`config.mk`:
```
export PLATFORM = sky130hd
export DESIGN_NAME = clook_disk_request_queue
export DESIGN_NICKNAME = d
export VERILOG_FILES = /design/src/hw/rtl/cdrq_pkg.sv /design/src/hw/rtl/clook_disk_request_queue.sv /design/src/hw/rtl/cdrq_store.sv
export SDC_FILE = /design/constraint.sdc
export NUM_CORES = 2
export LEC_CHECK = 0
export ABC_CLOCK_PERIOD_IN_PS = 10100
export BUFFER_PORTS_ARGS = -buffer_cell sky130_fd_sc_hd__buf_2
export CORE_ASPECT_RATIO = 1.75
export CORE_MARGIN = 4
export CORE_UTILIZATION = 40
export CTS_BUF_LIST = sky130_fd_sc_hd__clkbuf_16
export DETAILED_ROUTE_END_ITERATION = 10
export PLACE_DENSITY = 0.64
export SETUP_SLACK_MARGIN = 0.4
export SYNTH_ARGS = -nofsm -noshare
export SYNTH_HDL_FRONTEND = slang
export SYNTH_SLANG_ARGS = --single-unit
```
`constraint.sdc`:
```
create_clock -name clk -period 10.1 [get_ports clk]
set_input_delay 2.02 -clock clk [delete_from_list [all_inputs] [get_ports clk]]
set_output_delay 2.02 -clock clk [all_outputs]
set_load 0.02 [all_outputs]
```
`src/hw/rtl/cdrq_pkg.sv`:
```
// Shared types, widths and codes for the C-LOOK disk request queue.
`timescale 1ns / 1ps

package cdrq_pkg;

	localparam int QUEUE_DEPTH = 64;
	localparam int IDX_W       = $clog2(QUEUE_DEPTH);
	localparam int CNT_W       = $clog2(QUEUE_DEPTH + 1);

	localparam int TRACK_W  = 10;
	localparam int SECTOR_W = 8;
	localparam int TAG_W    = 16;
	localparam int ENTRY_W  = TRACK_W + SECTOR_W + TAG_W;

	localparam int S_TDATA_W = ((ENTRY_W + 7) / 8) * 8;
	localparam int M_TDATA_W = ((ENTRY_W + CNT_W + 7) / 8) * 8;

	localparam logic KIND_ADD  = 1'b0;
	localparam logic KIND_TAKE = 1'b1;

	typedef enum logic [1:0] {
		ST_ADDED  = 2'd0,
		ST_SERVED = 2'd1,
		ST_EMPTY  = 2'd2,
		ST_FULL   = 2'd3
	} status_t;

	typedef struct packed {
		logic [TAG_W-1:0]    tag;
		logic [SECTOR_W-1:0] sector;
		logic [TRACK_W-1:0]  track;
	} entry_t;

	typedef struct packed {
		logic              rd_en;
		logic [IDX_W-1:0]  rd_addr;
		logic              entry_we;
		logic [IDX_W-1:0]  entry_waddr;
		entry_t            entry_wdata;
		logic              link_we;
		logic [IDX_W-1:0]  link_waddr;
		logic [IDX_W-1:0]  link_wdata;
	} store_req_t;

endpackage

```
`src/hw/rtl/clook_disk_request_queue.sv`:
```
// Top level of the C-LOOK disk request queue: control sequencer, free slot stack and result register.
`timescale 1ns / 1ps

// Requests are held as a linked list in C-LOOK service order, in an entry memory and a link
// memory that each have a registered read port. A take (tuser high) pops the head and its
// result passes through S_TAKE and S_EMIT to the output register. An add (tuser low) writes the
// entry, then walks the list from the head one entry per cycle, bounded by the link memory's
// single read port; into an empty queue it goes from S_SLOT to S_EMIT, otherwise through S_HEAD,
// then S_WALK for each further entry read, and S_LINK when it links in ahead of the tail.
// Adds to a full queue and takes from an empty one go straight to S_EMIT.
// A new request is taken only when the previous one is finished, while its result may still
// wait at the output.
module clook_disk_request_queue
	import cdrq_pkg::*;
(
	input  logic                 clk,
	input  logic                 arst_n,
	input  logic                 s_tvalid,
	output logic                 s_tready,
	input  logic [S_TDATA_W-1:0] s_tdata,  // track, sector, tag, zero padding
	input  logic                 s_tuser,  // kind
	output logic                 m_tvalid,
	input  logic                 m_tready,
	output logic [M_TDATA_W-1:0] m_tdata,  // served_track, served_sector, served_tag, occupancy, zero padding
	output logic [1:0]           m_tuser   // status
);

	typedef enum logic [2:0] {
		S_IDLE,
		S_TAKE,
		S_SLOT,
		S_HEAD,
		S_WALK,
		S_LINK,
		S_EMIT
	} state_t;

	state_t                 state_q;
	logic [IDX_W-1:0]       head_q;
	logic [IDX_W-1:0]       tail_q;
	logic [CNT_W-1:0]       cnt_q;
	logic [IDX_W-1:0]       slot_q;
	logic [IDX_W-1:0]       cur_q;
	logic [IDX_W-1:0]       nxt_q;
	logic [TRACK_W-1:0]     ct_q;
	entry_t                 in_q;
	logic                   fsel_q;
	status_t                res_status_q;
	entry_t                 res_entry_q;
	logic                   out_valid_q;
	logic [M_TDATA_W-1:0]   out_data_q;
	logic [1:0]             out_user_q;

	logic [QUEUE_DEPTH-1:0] fvalid_q;
	logic [IDX_W-1:0]       free_mem [QUEUE_DEPTH];
	logic [IDX_W-1:0]       free_rd_q;

	store_req_t             req;
	entry_t                 rd_entry;
	logic [IDX_W-1:0]       rd_link;

	logic                   accept;
	logic                   out_free;
	logic [IDX_W-1:0]       slot_w;
	logic [IDX_W-1:0]       cnt_idx;
	logic [IDX_W-1:0]       pop_idx;
	logic [TRACK_W-1:0]     nt;
	logic [TRACK_W-1:0]     t;
	logic                   ins;
	entry_t                 s_entry;

	assign s_tready = (state_q == S_IDLE);
	assign accept   = s_tvalid && s_tready;
	assign out_free = !out_valid_q || m_tready;
	assign cnt_idx  = cnt_q[IDX_W-1:0];
	assign pop_idx  = cnt_idx - IDX_W'(1);
	assign slot_w   = fsel_q ? free_rd_q : cnt_idx;
	assign nt       = rd_entry.track;
	assign t        = in_q.track;
	assign s_entry  = entry_t'(s_tdata[ENTRY_W-1:0]);

	// The new request links in after the current entry when it closes a run of equal tracks,
	// falls between its neighbours, or belongs just before or after the wrap point.
	assign ins = ((ct_q == t) && (nt != t))
		|| ((ct_q > t) && (nt > t) && (ct_q > nt))
		|| ((ct_q < t) && (nt > t))
		|| ((ct_q < t) && (ct_q > nt));

	always_comb begin
		req             = '0;
		req.entry_waddr = slot_w;
		req.entry_wdata = in_q;
		req.rd_addr     = head_q;
		case (state_q)
			S_IDLE: begin
				req.rd_en = accept && (s_tuser == KIND_TAKE);
			end
			S_SLOT: begin
				req.entry_we = 1'b1;
				req.rd_en    = 1'b1;
			end
			S_HEAD: begin
				if (head_q == tail_q) begin
					req.link_we    = 1'b1;
					req.link_waddr = head_q;
					req.link_wdata = slot_q;
				end else begin
					req.rd_en   = 1'b1;
					req.rd_addr = rd_link;
				end
			end
			S_WALK: begin
				if (ins) begin
					req.link_we    = 1'b1;
					req.link_waddr = slot_q;
					req.link_wdata = nxt_q;
				end else if (nxt_q == tail_q) begin
					req.link_we    = 1'b1;
					req.link_waddr = nxt_q;
					req.link_wdata = slot_q;
				end else begin
					req.rd_en   = 1'b1;
					req.rd_addr = rd_link;
				end
			end
			S_LINK: begin
				req.link_we    = 1'b1;
				req.link_waddr = cur_q;
				req.link_wdata = slot_q;
			end
			default: begin
				req.rd_en = 1'b0;
			end
		endcase
	end

	cdrq_store u_store (
		.clk      (clk),
		.req      (req),
		.rd_entry (rd_entry),
		.rd_link  (rd_link)
	);

	always_ff @(posedge clk) begin
		free_rd_q <= free_mem[cnt_idx];
		if (state_q == S_TAKE) begin
			free_mem[pop_idx] <= head_q;
		end
	end

	always_ff @(posedge clk or negedge arst_n) begin
		if (!arst_n) begin
			fvalid_q <= '0;
		end else if (state_q == S_TAKE) begin
			fvalid_q[pop_idx] <= 1'b1;
		end
	end

	always_ff @(posedge clk or negedge arst_n) begin
		if (!arst_n) begin
			state_q     <= S_IDLE;
			head_q      <= '0;
			tail_q      <= '0;
			cnt_q       <= '0;
			out_valid_q <= 1'b0;
		end else begin
			if (out_valid_q && m_tready) begin
				out_valid_q <= 1'b0;
			end
			case (state_q)
				S_IDLE: begin
					if (accept) begin
						in_q <= s_entry;
						if (s_tuser == KIND_TAKE) begin
							if (cnt_q == '0) begin
								res_status_q <= ST_EMPTY;
								res_entry_q  <= '0;
								state_q      <= S_EMIT;
							end else begin
								state_q <= S_TAKE;
							end
						end else begin
							if (cnt_q == CNT_W'(QUEUE_DEPTH)) begin
								res_status_q <= ST_FULL;
								res_entry_q  <= '0;
								state_q      <= S_EMIT;
							end else begin
								fsel_q  <= fvalid_q[cnt_idx];
								state_q <= S_SLOT;
							end
						end
					end
				end
				S_TAKE: begin
					res_status_q <= ST_SERVED;
					res_entry_q  <= rd_entry;
					head_q       <= rd_link;
					cnt_q        <= cnt_q - CNT_W'(1);
					state_q      <= S_EMIT;
				end
				S_SLOT: begin
					slot_q       <= slot_w;
					res_status_q <= ST_ADDED;
					res_entry_q  <= '0;
					cnt_q        <= cnt_q + CNT_W'(1);
					if (cnt_q == '0) begin
						head_q  <= slot_w;
						tail_q  <= slot_w;
						state_q <= S_EMIT;
					end else begin
						state_q <= S_HEAD;
					end
				end
				S_HEAD: begin
					cur_q <= head_q;
					ct_q  <= rd_entry.track;
					nxt_q <= rd_link;
					if (head_q == tail_q) begin
						tail_q  <= slot_q;
						state_q <= S_EMIT;
					end else begin
						state_q <= S_WALK;
					end
				end
				S_WALK: begin
					if (ins) begin
						state_q <= S_LINK;
					end else if (nxt_q == tail_q) begin
						tail_q  <= slot_q;
						state_q <= S_EMIT;
					end else begin
						cur_q <= nxt_q;
						ct_q  <= nt;
						nxt_q <= rd_link;
					end
				end
				S_LINK: begin
					state_q <= S_EMIT;
				end
				S_EMIT: begin
					if (out_free) begin
						out_valid_q <= 1'b1;
						out_data_q  <= M_TDATA_W'({cnt_q, res_entry_q});
						out_user_q  <= res_status_q;
						state_q     <= S_IDLE;
					end
				end
				default: begin
					state_q <= S_IDLE;
				end
			endcase
		end
	end

	assign m_tvalid = out_valid_q;
	assign m_tdata  = out_data_q;
	assign m_tuser  = out_user_q;

endmodule

```
`src/hw/rtl/cdrq_store.sv`:
```
// Entry and link memories of the request queue, one write and one registered read each.
`timescale 1ns / 1ps

module cdrq_store
	import cdrq_pkg::*;
(
	input  logic             clk,
	input  store_req_t       req,
	output entry_t           rd_entry,
	output logic [IDX_W-1:0] rd_link
);

	entry_t           entry_mem [QUEUE_DEPTH];
	logic [IDX_W-1:0] link_mem  [QUEUE_DEPTH];
	entry_t           rd_entry_q;
	logic [IDX_W-1:0] rd_link_q;

	always_ff @(posedge clk) begin
		if (req.entry_we) begin
			entry_mem[req.entry_waddr] <= req.entry_wdata;
		end
		if (req.link_we) begin
			link_mem[req.link_waddr] <= req.link_wdata;
		end
		if (req.rd_en) begin
			rd_entry_q <= entry_mem[req.rd_addr];
			rd_link_q  <= link_mem[req.rd_addr];
		end
	end

	assign rd_entry = rd_entry_q;
	assign rd_link  = rd_link_q;

endmodule

```
Word-level counts from Yosys, hierarchy flattened
Memories as Yosys holds them, arrays and structs flattened. A register that Yosys moved wholly into a read port is not among the register bits.
Cells that the tools add are included.
{ "totals": {"register_bits": 229, "ramBits": 2944, "input_bits": 45, "out_inout_bits": 52, "elab_cells": 147, "memories": 3} }
{ "mem_list": {"columns": ["memory", "words", "width", "rd", "rd_clocked_by_memory_dff", "write_ports", "line_no", "text"], "rows": [
  ["u_store.entry_mem", 64, 34, 1, 1, 1, "cdrq_store.sv:13", "entry_t entry_mem [QUEUE_DEPTH];"],
  ["free_mem", 64, 6, 1, 1, 1, "clook_disk_request_queue.sv:55", "logic [IDX_W-1:0] free_mem [QUEUE_DEPTH];"],
  ["u_store.link_mem", 64, 6, 1, 1, 1, "cdrq_store.sv:14", "logic [IDX_W-1:0] link_mem [QUEUE_DEPTH];"]
]} }
{ "op_classes": {"addsub": 3, "n_lt_le_gt_ge": 7, "eq_ne": 21, "n_mux": 60, "bitwise": 3, "n_reduce_logical": 30} }
{ "op_table": {"columns": ["op", "n"], "rows": [
  ["$mux W34", 4],
  ["$pmux W34 S3", 1],
  ["$or A64 B64 Y64", 1],
  ["$mux W6", 9],
  ["$pmux W6 S2", 4],
  ["$mux W13", 3],
  ["$pmux W13 S3", 1],
  ["$gt A10 B10 Y1", 3],
  ["$mux W3", 8],
  ["$mux W7", 3],
  ["$mux W10", 2],
  ["$pmux W10 S2", 1],
  ["$pmux W3 S6", 1],
  ["$pmux W6 S3", 1],
  ["$reduce_and A5 Y1", 3],
  ["$lt A6 B7 Y1 const B", 2],
  ["$pmux W7 S2", 1],
  ["$eq A6 B6 Y1", 2],
  ["$mux W1", 12],
  ["$ne A2 B2 Y1 const B", 6],
  ["$eq A10 B10 Y1", 1],
  ["$lt A10 B10 Y1", 1],
  ["$mux W2", 5],
  ["$ne A10 B10 Y1", 1],
  ["other kinds (28)", 48]
]} }

Longest topological paths before layout
{ "depth": {"depth_word": 10, "depth_mapped": 17, "depth_no_buf": 13} }

Hierarchy
Synthesis repeated with hierarchy kept, for this count alone.
{ "unflattened": {"hier_cells": 5619, "hier_area_um2": 123385.8} }
{ "modules_own_cells": {"columns": ["mod", "n_inst", "cells_each", "area_each_um2", "seq_area_each_um2"], "rows": [
  ["cdrq_store", 1, 4261, 98361.8, 78074.9],
  ["clook_disk_request_queue", 1, 1358, 25024.0, 18092.4]
]} }

Worst setup path before layout
Ideal clock, no wire load.
{ "synth_timing": {"kind": "register to register", "from": "reg in_q, in the netlist t[7]", "to": "reg, netlist name u_store.rd_entry[11]", "setup_ps": 255, "t_arrival_ps": 4359, "required_time_ps": 9845, "setup_slack_ps": 5486, "path_stages_with_launch": 16, "n_path_buf": 2, "period_less_slack_ps": 4614, "path_cell_list": "edfxtp_1 -> inv_1 -> ha_1 -> a211oi_1 -> nor2_1 -> a2111oi_2 -> a211oi_2 -> a221oi_4 -> buf_4 -> mux2_2 -> nand2_1 -> clkbuf_1 -> o22ai_1 -> o22ai_1 -> nand2_1 -> and3_1"} }
{ "synth_between": {"elab_chain_len": 8, "word_cells_on_any_way": 16, "classes_between": "order compare (3); eq/ne (2); mux (3); reduce/logical (8)"} }
{ "synth_rtl": {"columns": ["item", "line_no", "text"], "rows": [
  ["start: declaration", "clook_disk_request_queue.sv:46", "entry_t in_q;"],
  ["start signal: assignment", "clook_disk_request_queue.sv:173", "in_q <= s_entry;"],
  ["$gt A10 B10 Y1 (on tied branches)", "clook_disk_request_queue.sv:85, clook_disk_request_queue.sv:86", null],
  ["$logic_and A1 B1 Y1 (2 in a row)", "clook_disk_request_queue.sv:85", "|| ((ct_q > t) && (nt > t) && (ct_q > nt))"],
  ["$logic_or A1 B1 Y1", "clook_disk_request_queue.sv:85", null],
  ["$logic_or A1 B1 Y1", "clook_disk_request_queue.sv:86", "|| ((ct_q < t) && (nt > t))"],
  ["$logic_or A1 B1 Y1 *", "clook_disk_request_queue.sv:87", "|| ((ct_q < t) && (ct_q > nt));"],
  ["$mux W7 *", "clook_disk_request_queue.sv:113", "if (ins) begin"],
  ["$pmux W1 S4 / $pmux W6 S2 (equally long branches)", "clook_disk_request_queue.sv:94", "case (state_q)"]
]} }
Mark *: on every way between the ends. The rest lies on a longest branch, timed or not.
A chain may end at the register's enable or synchronous reset.

Worst setup path after layout
{ "layout_timing": {"from": "reg in_q, in the netlist t[2]", "to": "reg, netlist name u_store.rd_entry[8]"} }
{ "layout_between": {"elab_chain_len": 8, "word_cells_on_any_way": 16, "classes_between": "order compare (3); eq/ne (2); mux (3); reduce/logical (8)"} }
{ "layout_rtl": {"columns": ["item", "line_no"], "rows": [
  ["$gt A10 B10 Y1 (on tied branches)", "clook_disk_request_queue.sv:85, clook_disk_request_queue.sv:86"],
  ["$logic_and A1 B1 Y1 (2 in a row)", "clook_disk_request_queue.sv:85"],
  ["$logic_or A1 B1 Y1", "clook_disk_request_queue.sv:85"],
  ["$logic_or A1 B1 Y1", "clook_disk_request_queue.sv:86"],
  ["$logic_or A1 B1 Y1 *", "clook_disk_request_queue.sv:87"],
  ["$mux W7 *", "clook_disk_request_queue.sv:113"],
  ["$pmux W1 S4 / $pmux W6 S2 (equally long branches)", "clook_disk_request_queue.sv:94"]
]} }
Marked as above.

==> out/metrics.yaml <==
synth:
  yosys_register_bits: 3219
  yosys.area.top_type: "edfxtp_1"
  ys_top_cells_by_area: "edfxtp_1 74%, nand2_1 3.8%, mux2i_1 3.4%, mux4_2 2.6%, a21oi_1 2.4%"
  async_flop_share: 0.0270
  synth_cells: 8040
  ys.flop_type: "edfxtp_1"
  synth_edf_count: 3126
  syn_avg_cell_area_um2: 15.7
  ys.warnings.count: 0
  ys_types: 78
  synth_top_area_frac: 0.743
  yosysSeqAreaShare: 0.761
  syn_area_um2: 126000
timing:
  hold_slack_ns: 0.413
  worst_slack_ns: 3.14
  hold_viol: 0
  fin_crit_sh: 0.689
  fin_crit_ns: 6.96
  setup_viol_count_final: 0
  worst_pin_slew_ns: 1.37
  relSlewSlack: 0.0831
  clock.fmax_ghz: 0.144
  final.setup.tns_ns: 0
  rsz0062_at_grt: "no"
  skew_ns: 0.106
  maxSlewViolCount: 0
floorplan:
  die_h_um: 751
  start_util: 0.402
  core_um2: 314000
  num_rows: 272
  die_width_um: 433
  io_pins: 97
  die-area_um2: 325000
final_layout:
  drive_above_1_share: 0.132
  layout.cells.non_filler: 12700
  mostFrequentLayoutCell: "edfxtp_1"
  final_cell_area_um2: 142000
  nets: 8220
  area_growth_pct: 12.5
  layout_common_cells: "3,126 x edfxtp_1, 1,283 x nand2_1, 603 x a21oi_1, 431 x mux2i_1, 291 x clkbuf_16"
  fillers: 26700
detailed_routing:
  first_pass_iters: 6
  first_iter_violations: 9536
  vias: 74000
  ant_nets: 0
  totalWireLength_mm: 366
  drc: 0
  wire_per_inst_um: 28.9
  via_per_inst: 5.83
worst_setup_path:
  worstReg2RegEnd: "u_store.rd_entry[8]"
  cp_max_fo: 65
  arrival_ns: 7.59
  crit_cells: 16
  critPathBufInv: 4
  regToRegStartpoint: "t[2]"
  cp-start-kind: "register"
  ff2ff_setup_slack_ns: 3.14
  end_kind: "register"
  crit_top_cell: "buf_4"
  required_ns: 10.73
  crit_family: "simple AND/OR/NAND/NOR gates"
  worst_r2r_path_depth: 16
  crit_type: "register to register"
  slowest_stage: "nor2_4"
  crit_chain: "buf_4 > inv_1 > ha_1 > nand4_1 > nor3_1 > a32oi_2 > a22oi_1 > a221o_1 > buf_4 > mux2_4 > nor2_4 > buf_4 > a32oi_1 > o211ai_1 > o211ai_1 > and3_1"
  slowest_delay_ns: 0.69
power_and_ir_drop:
  p_switching_w: 0.0187
  p_seq_frac: 0.352
  p_clk_frac: 0.240
  ir_drop_v: 0.000524
  internal-power_w: 0.0275
  swShare: 0.405
  p_leak_nw: 47.4
  powerDensity_nw_per_um2: 325
  p_comb_frac: 0.409
global_route:
  gr-total-overflow: 0
  grtUsageMet1: 0.248
  grtUsageMet2: 0.383
  first_global_vias: 73400
  grt_usage: 0.219
  antenna_found_initial: 49
  grtUsageMet3: 0.0296
  busiest_layer: "met2"
  grt_first_pass_wirelength_mm: 518
  grt_max_degree: 151
flow_run:
  drv_cap: 0
placed_design:
  hpwlAfterDp_mm: 213
  portBuffers: 83
  place_area_um2: 132000
  gp_congestion: 0.898
  pre_cts_slack_ns: 3.21
  place_inst: 12000
clock_network:
  cts_tree: "built"
  cts_resized: 0
  htreeDepth: 5
  hold_buffers: 0
  root_buffer: "clkbuf_16"
  clock-sinks: 3219
  postCtsSetupRepairBufs: 0
  insertion_delay_ns: 0.90
  clockBufferDepth: 4
  clk_pin_slew_ns: 0.07
  cts_inserted_buffers: 284
min_path:
  holdPathStages: 0
  hp-start: "res_entry_q[23]"
  hp-class: "register to register"
  whs_endpoint: "m_tdata[23]"
run_status:
  status: "finished, final reports clean"
power groups by stage:
stage / combinational [W] / clock [W] / sequential [W]
floorplan: 0.0112 / 0 / 0.0165
global placement: 0.0182 / 0 / 0.0165
detailed placement: 0.0185 / 0 / 0.0165
CTS: 0.0186 / 0.0112 / 0.0162
global route: 0.0199 / 0.0117 / 0.0163
finish: 0.0189 / 0.0111 / 0.0163
layer usage:
layer | routed length (um) | vias to the layer above
li1 | - | 31600
met1 | 125000 | 37700
met2 | 185000 | 3727
met3 | 26900 | 889
met4 | 28400 | 8
met5 | 51 | -
per-stage QoR:
| step | util | power (W) |
|---|---|---|
| 3_5_place_dp | 0.421 | 0.0351 |
| 6_report | 0.452 | 0.0462 |
| 4_1_cts | 0.451 | 0.0461 |
| 2_1_floorplan | - | 0.0277 |
| 3_3_place_gp | 0.421 | 0.0347 |
| 5_1_grt | 0.452 | 0.0479 |
area by class of cell:
| cell class | count | area, um2 | share of cell area |
|---|---|---|---|
| diodes | 213 | 533 | 0.00375 |
| clock buffers | 291 | 7280 | 0.0512 |
| clock inverters | 216 | 2090 | 0.0147 |
| inverters | 44 | 165 | 0.00116 |
| multi-input cells | 4275 | 28400 | 0.200 |
| flip-flops and latches | 3219 | 96200 | 0.677 |
| well taps | 4110 | 5140 | 0.0362 |
| repair buffers | 314 | 2300 | 0.0162 |
sequential cells by signal, summed over array words and instances, names as in the netlist, 24 cells and up:
name and cells:
free_mem 384, u_store.entry_mem 2176, u_store.rd_entry 34, m_tdata 41, u_store.link_mem 384, res_entry_q 34, fvalid_q 64, in_q 24
Yosys cell counts, drive strengths merged (80+ instances only):
library cell / count
a221oi: 237
a32oi: 107
mux2i: 440
edfxtp: 3126
a21oi: 606
o22ai: 97
clkbuf: 239
dfrtp: 87
nand2: 1291
buf: 269
o21ai: 118
nand3: 227
mux4: 147
o211ai: 80
a22oi: 85
nor2: 320
how the worst max path moves through the flow:
stage	from	endpoint
finish	t[2]	u_store.rd_entry[8]
global route	t[2]	u_store.rd_entry[1]
CTS	t[2]	u_store.rd_entry[1]
detailed placement	t[2]	u_store.rd_entry[1]
global placement	t[2]	u_store.rd_entry[1]
floorplan	t[7]	u_store.rd_entry[11]
logic make-up after synthesis:
logic type / after synthesis / share of synthesized area
fa+ha+maj: 37 / 0.00372
flops: 3219 / 0.761
buf+inv: 552 / 0.0198
xor+xnor: 21 / 0.00146
simple gates: 2057 / 0.0680
compound gates: 1552 / 0.0830
mux: 601 / 0.0627
other cells: 1 / 0.0000297
Power figures use the tool's default switching activity.
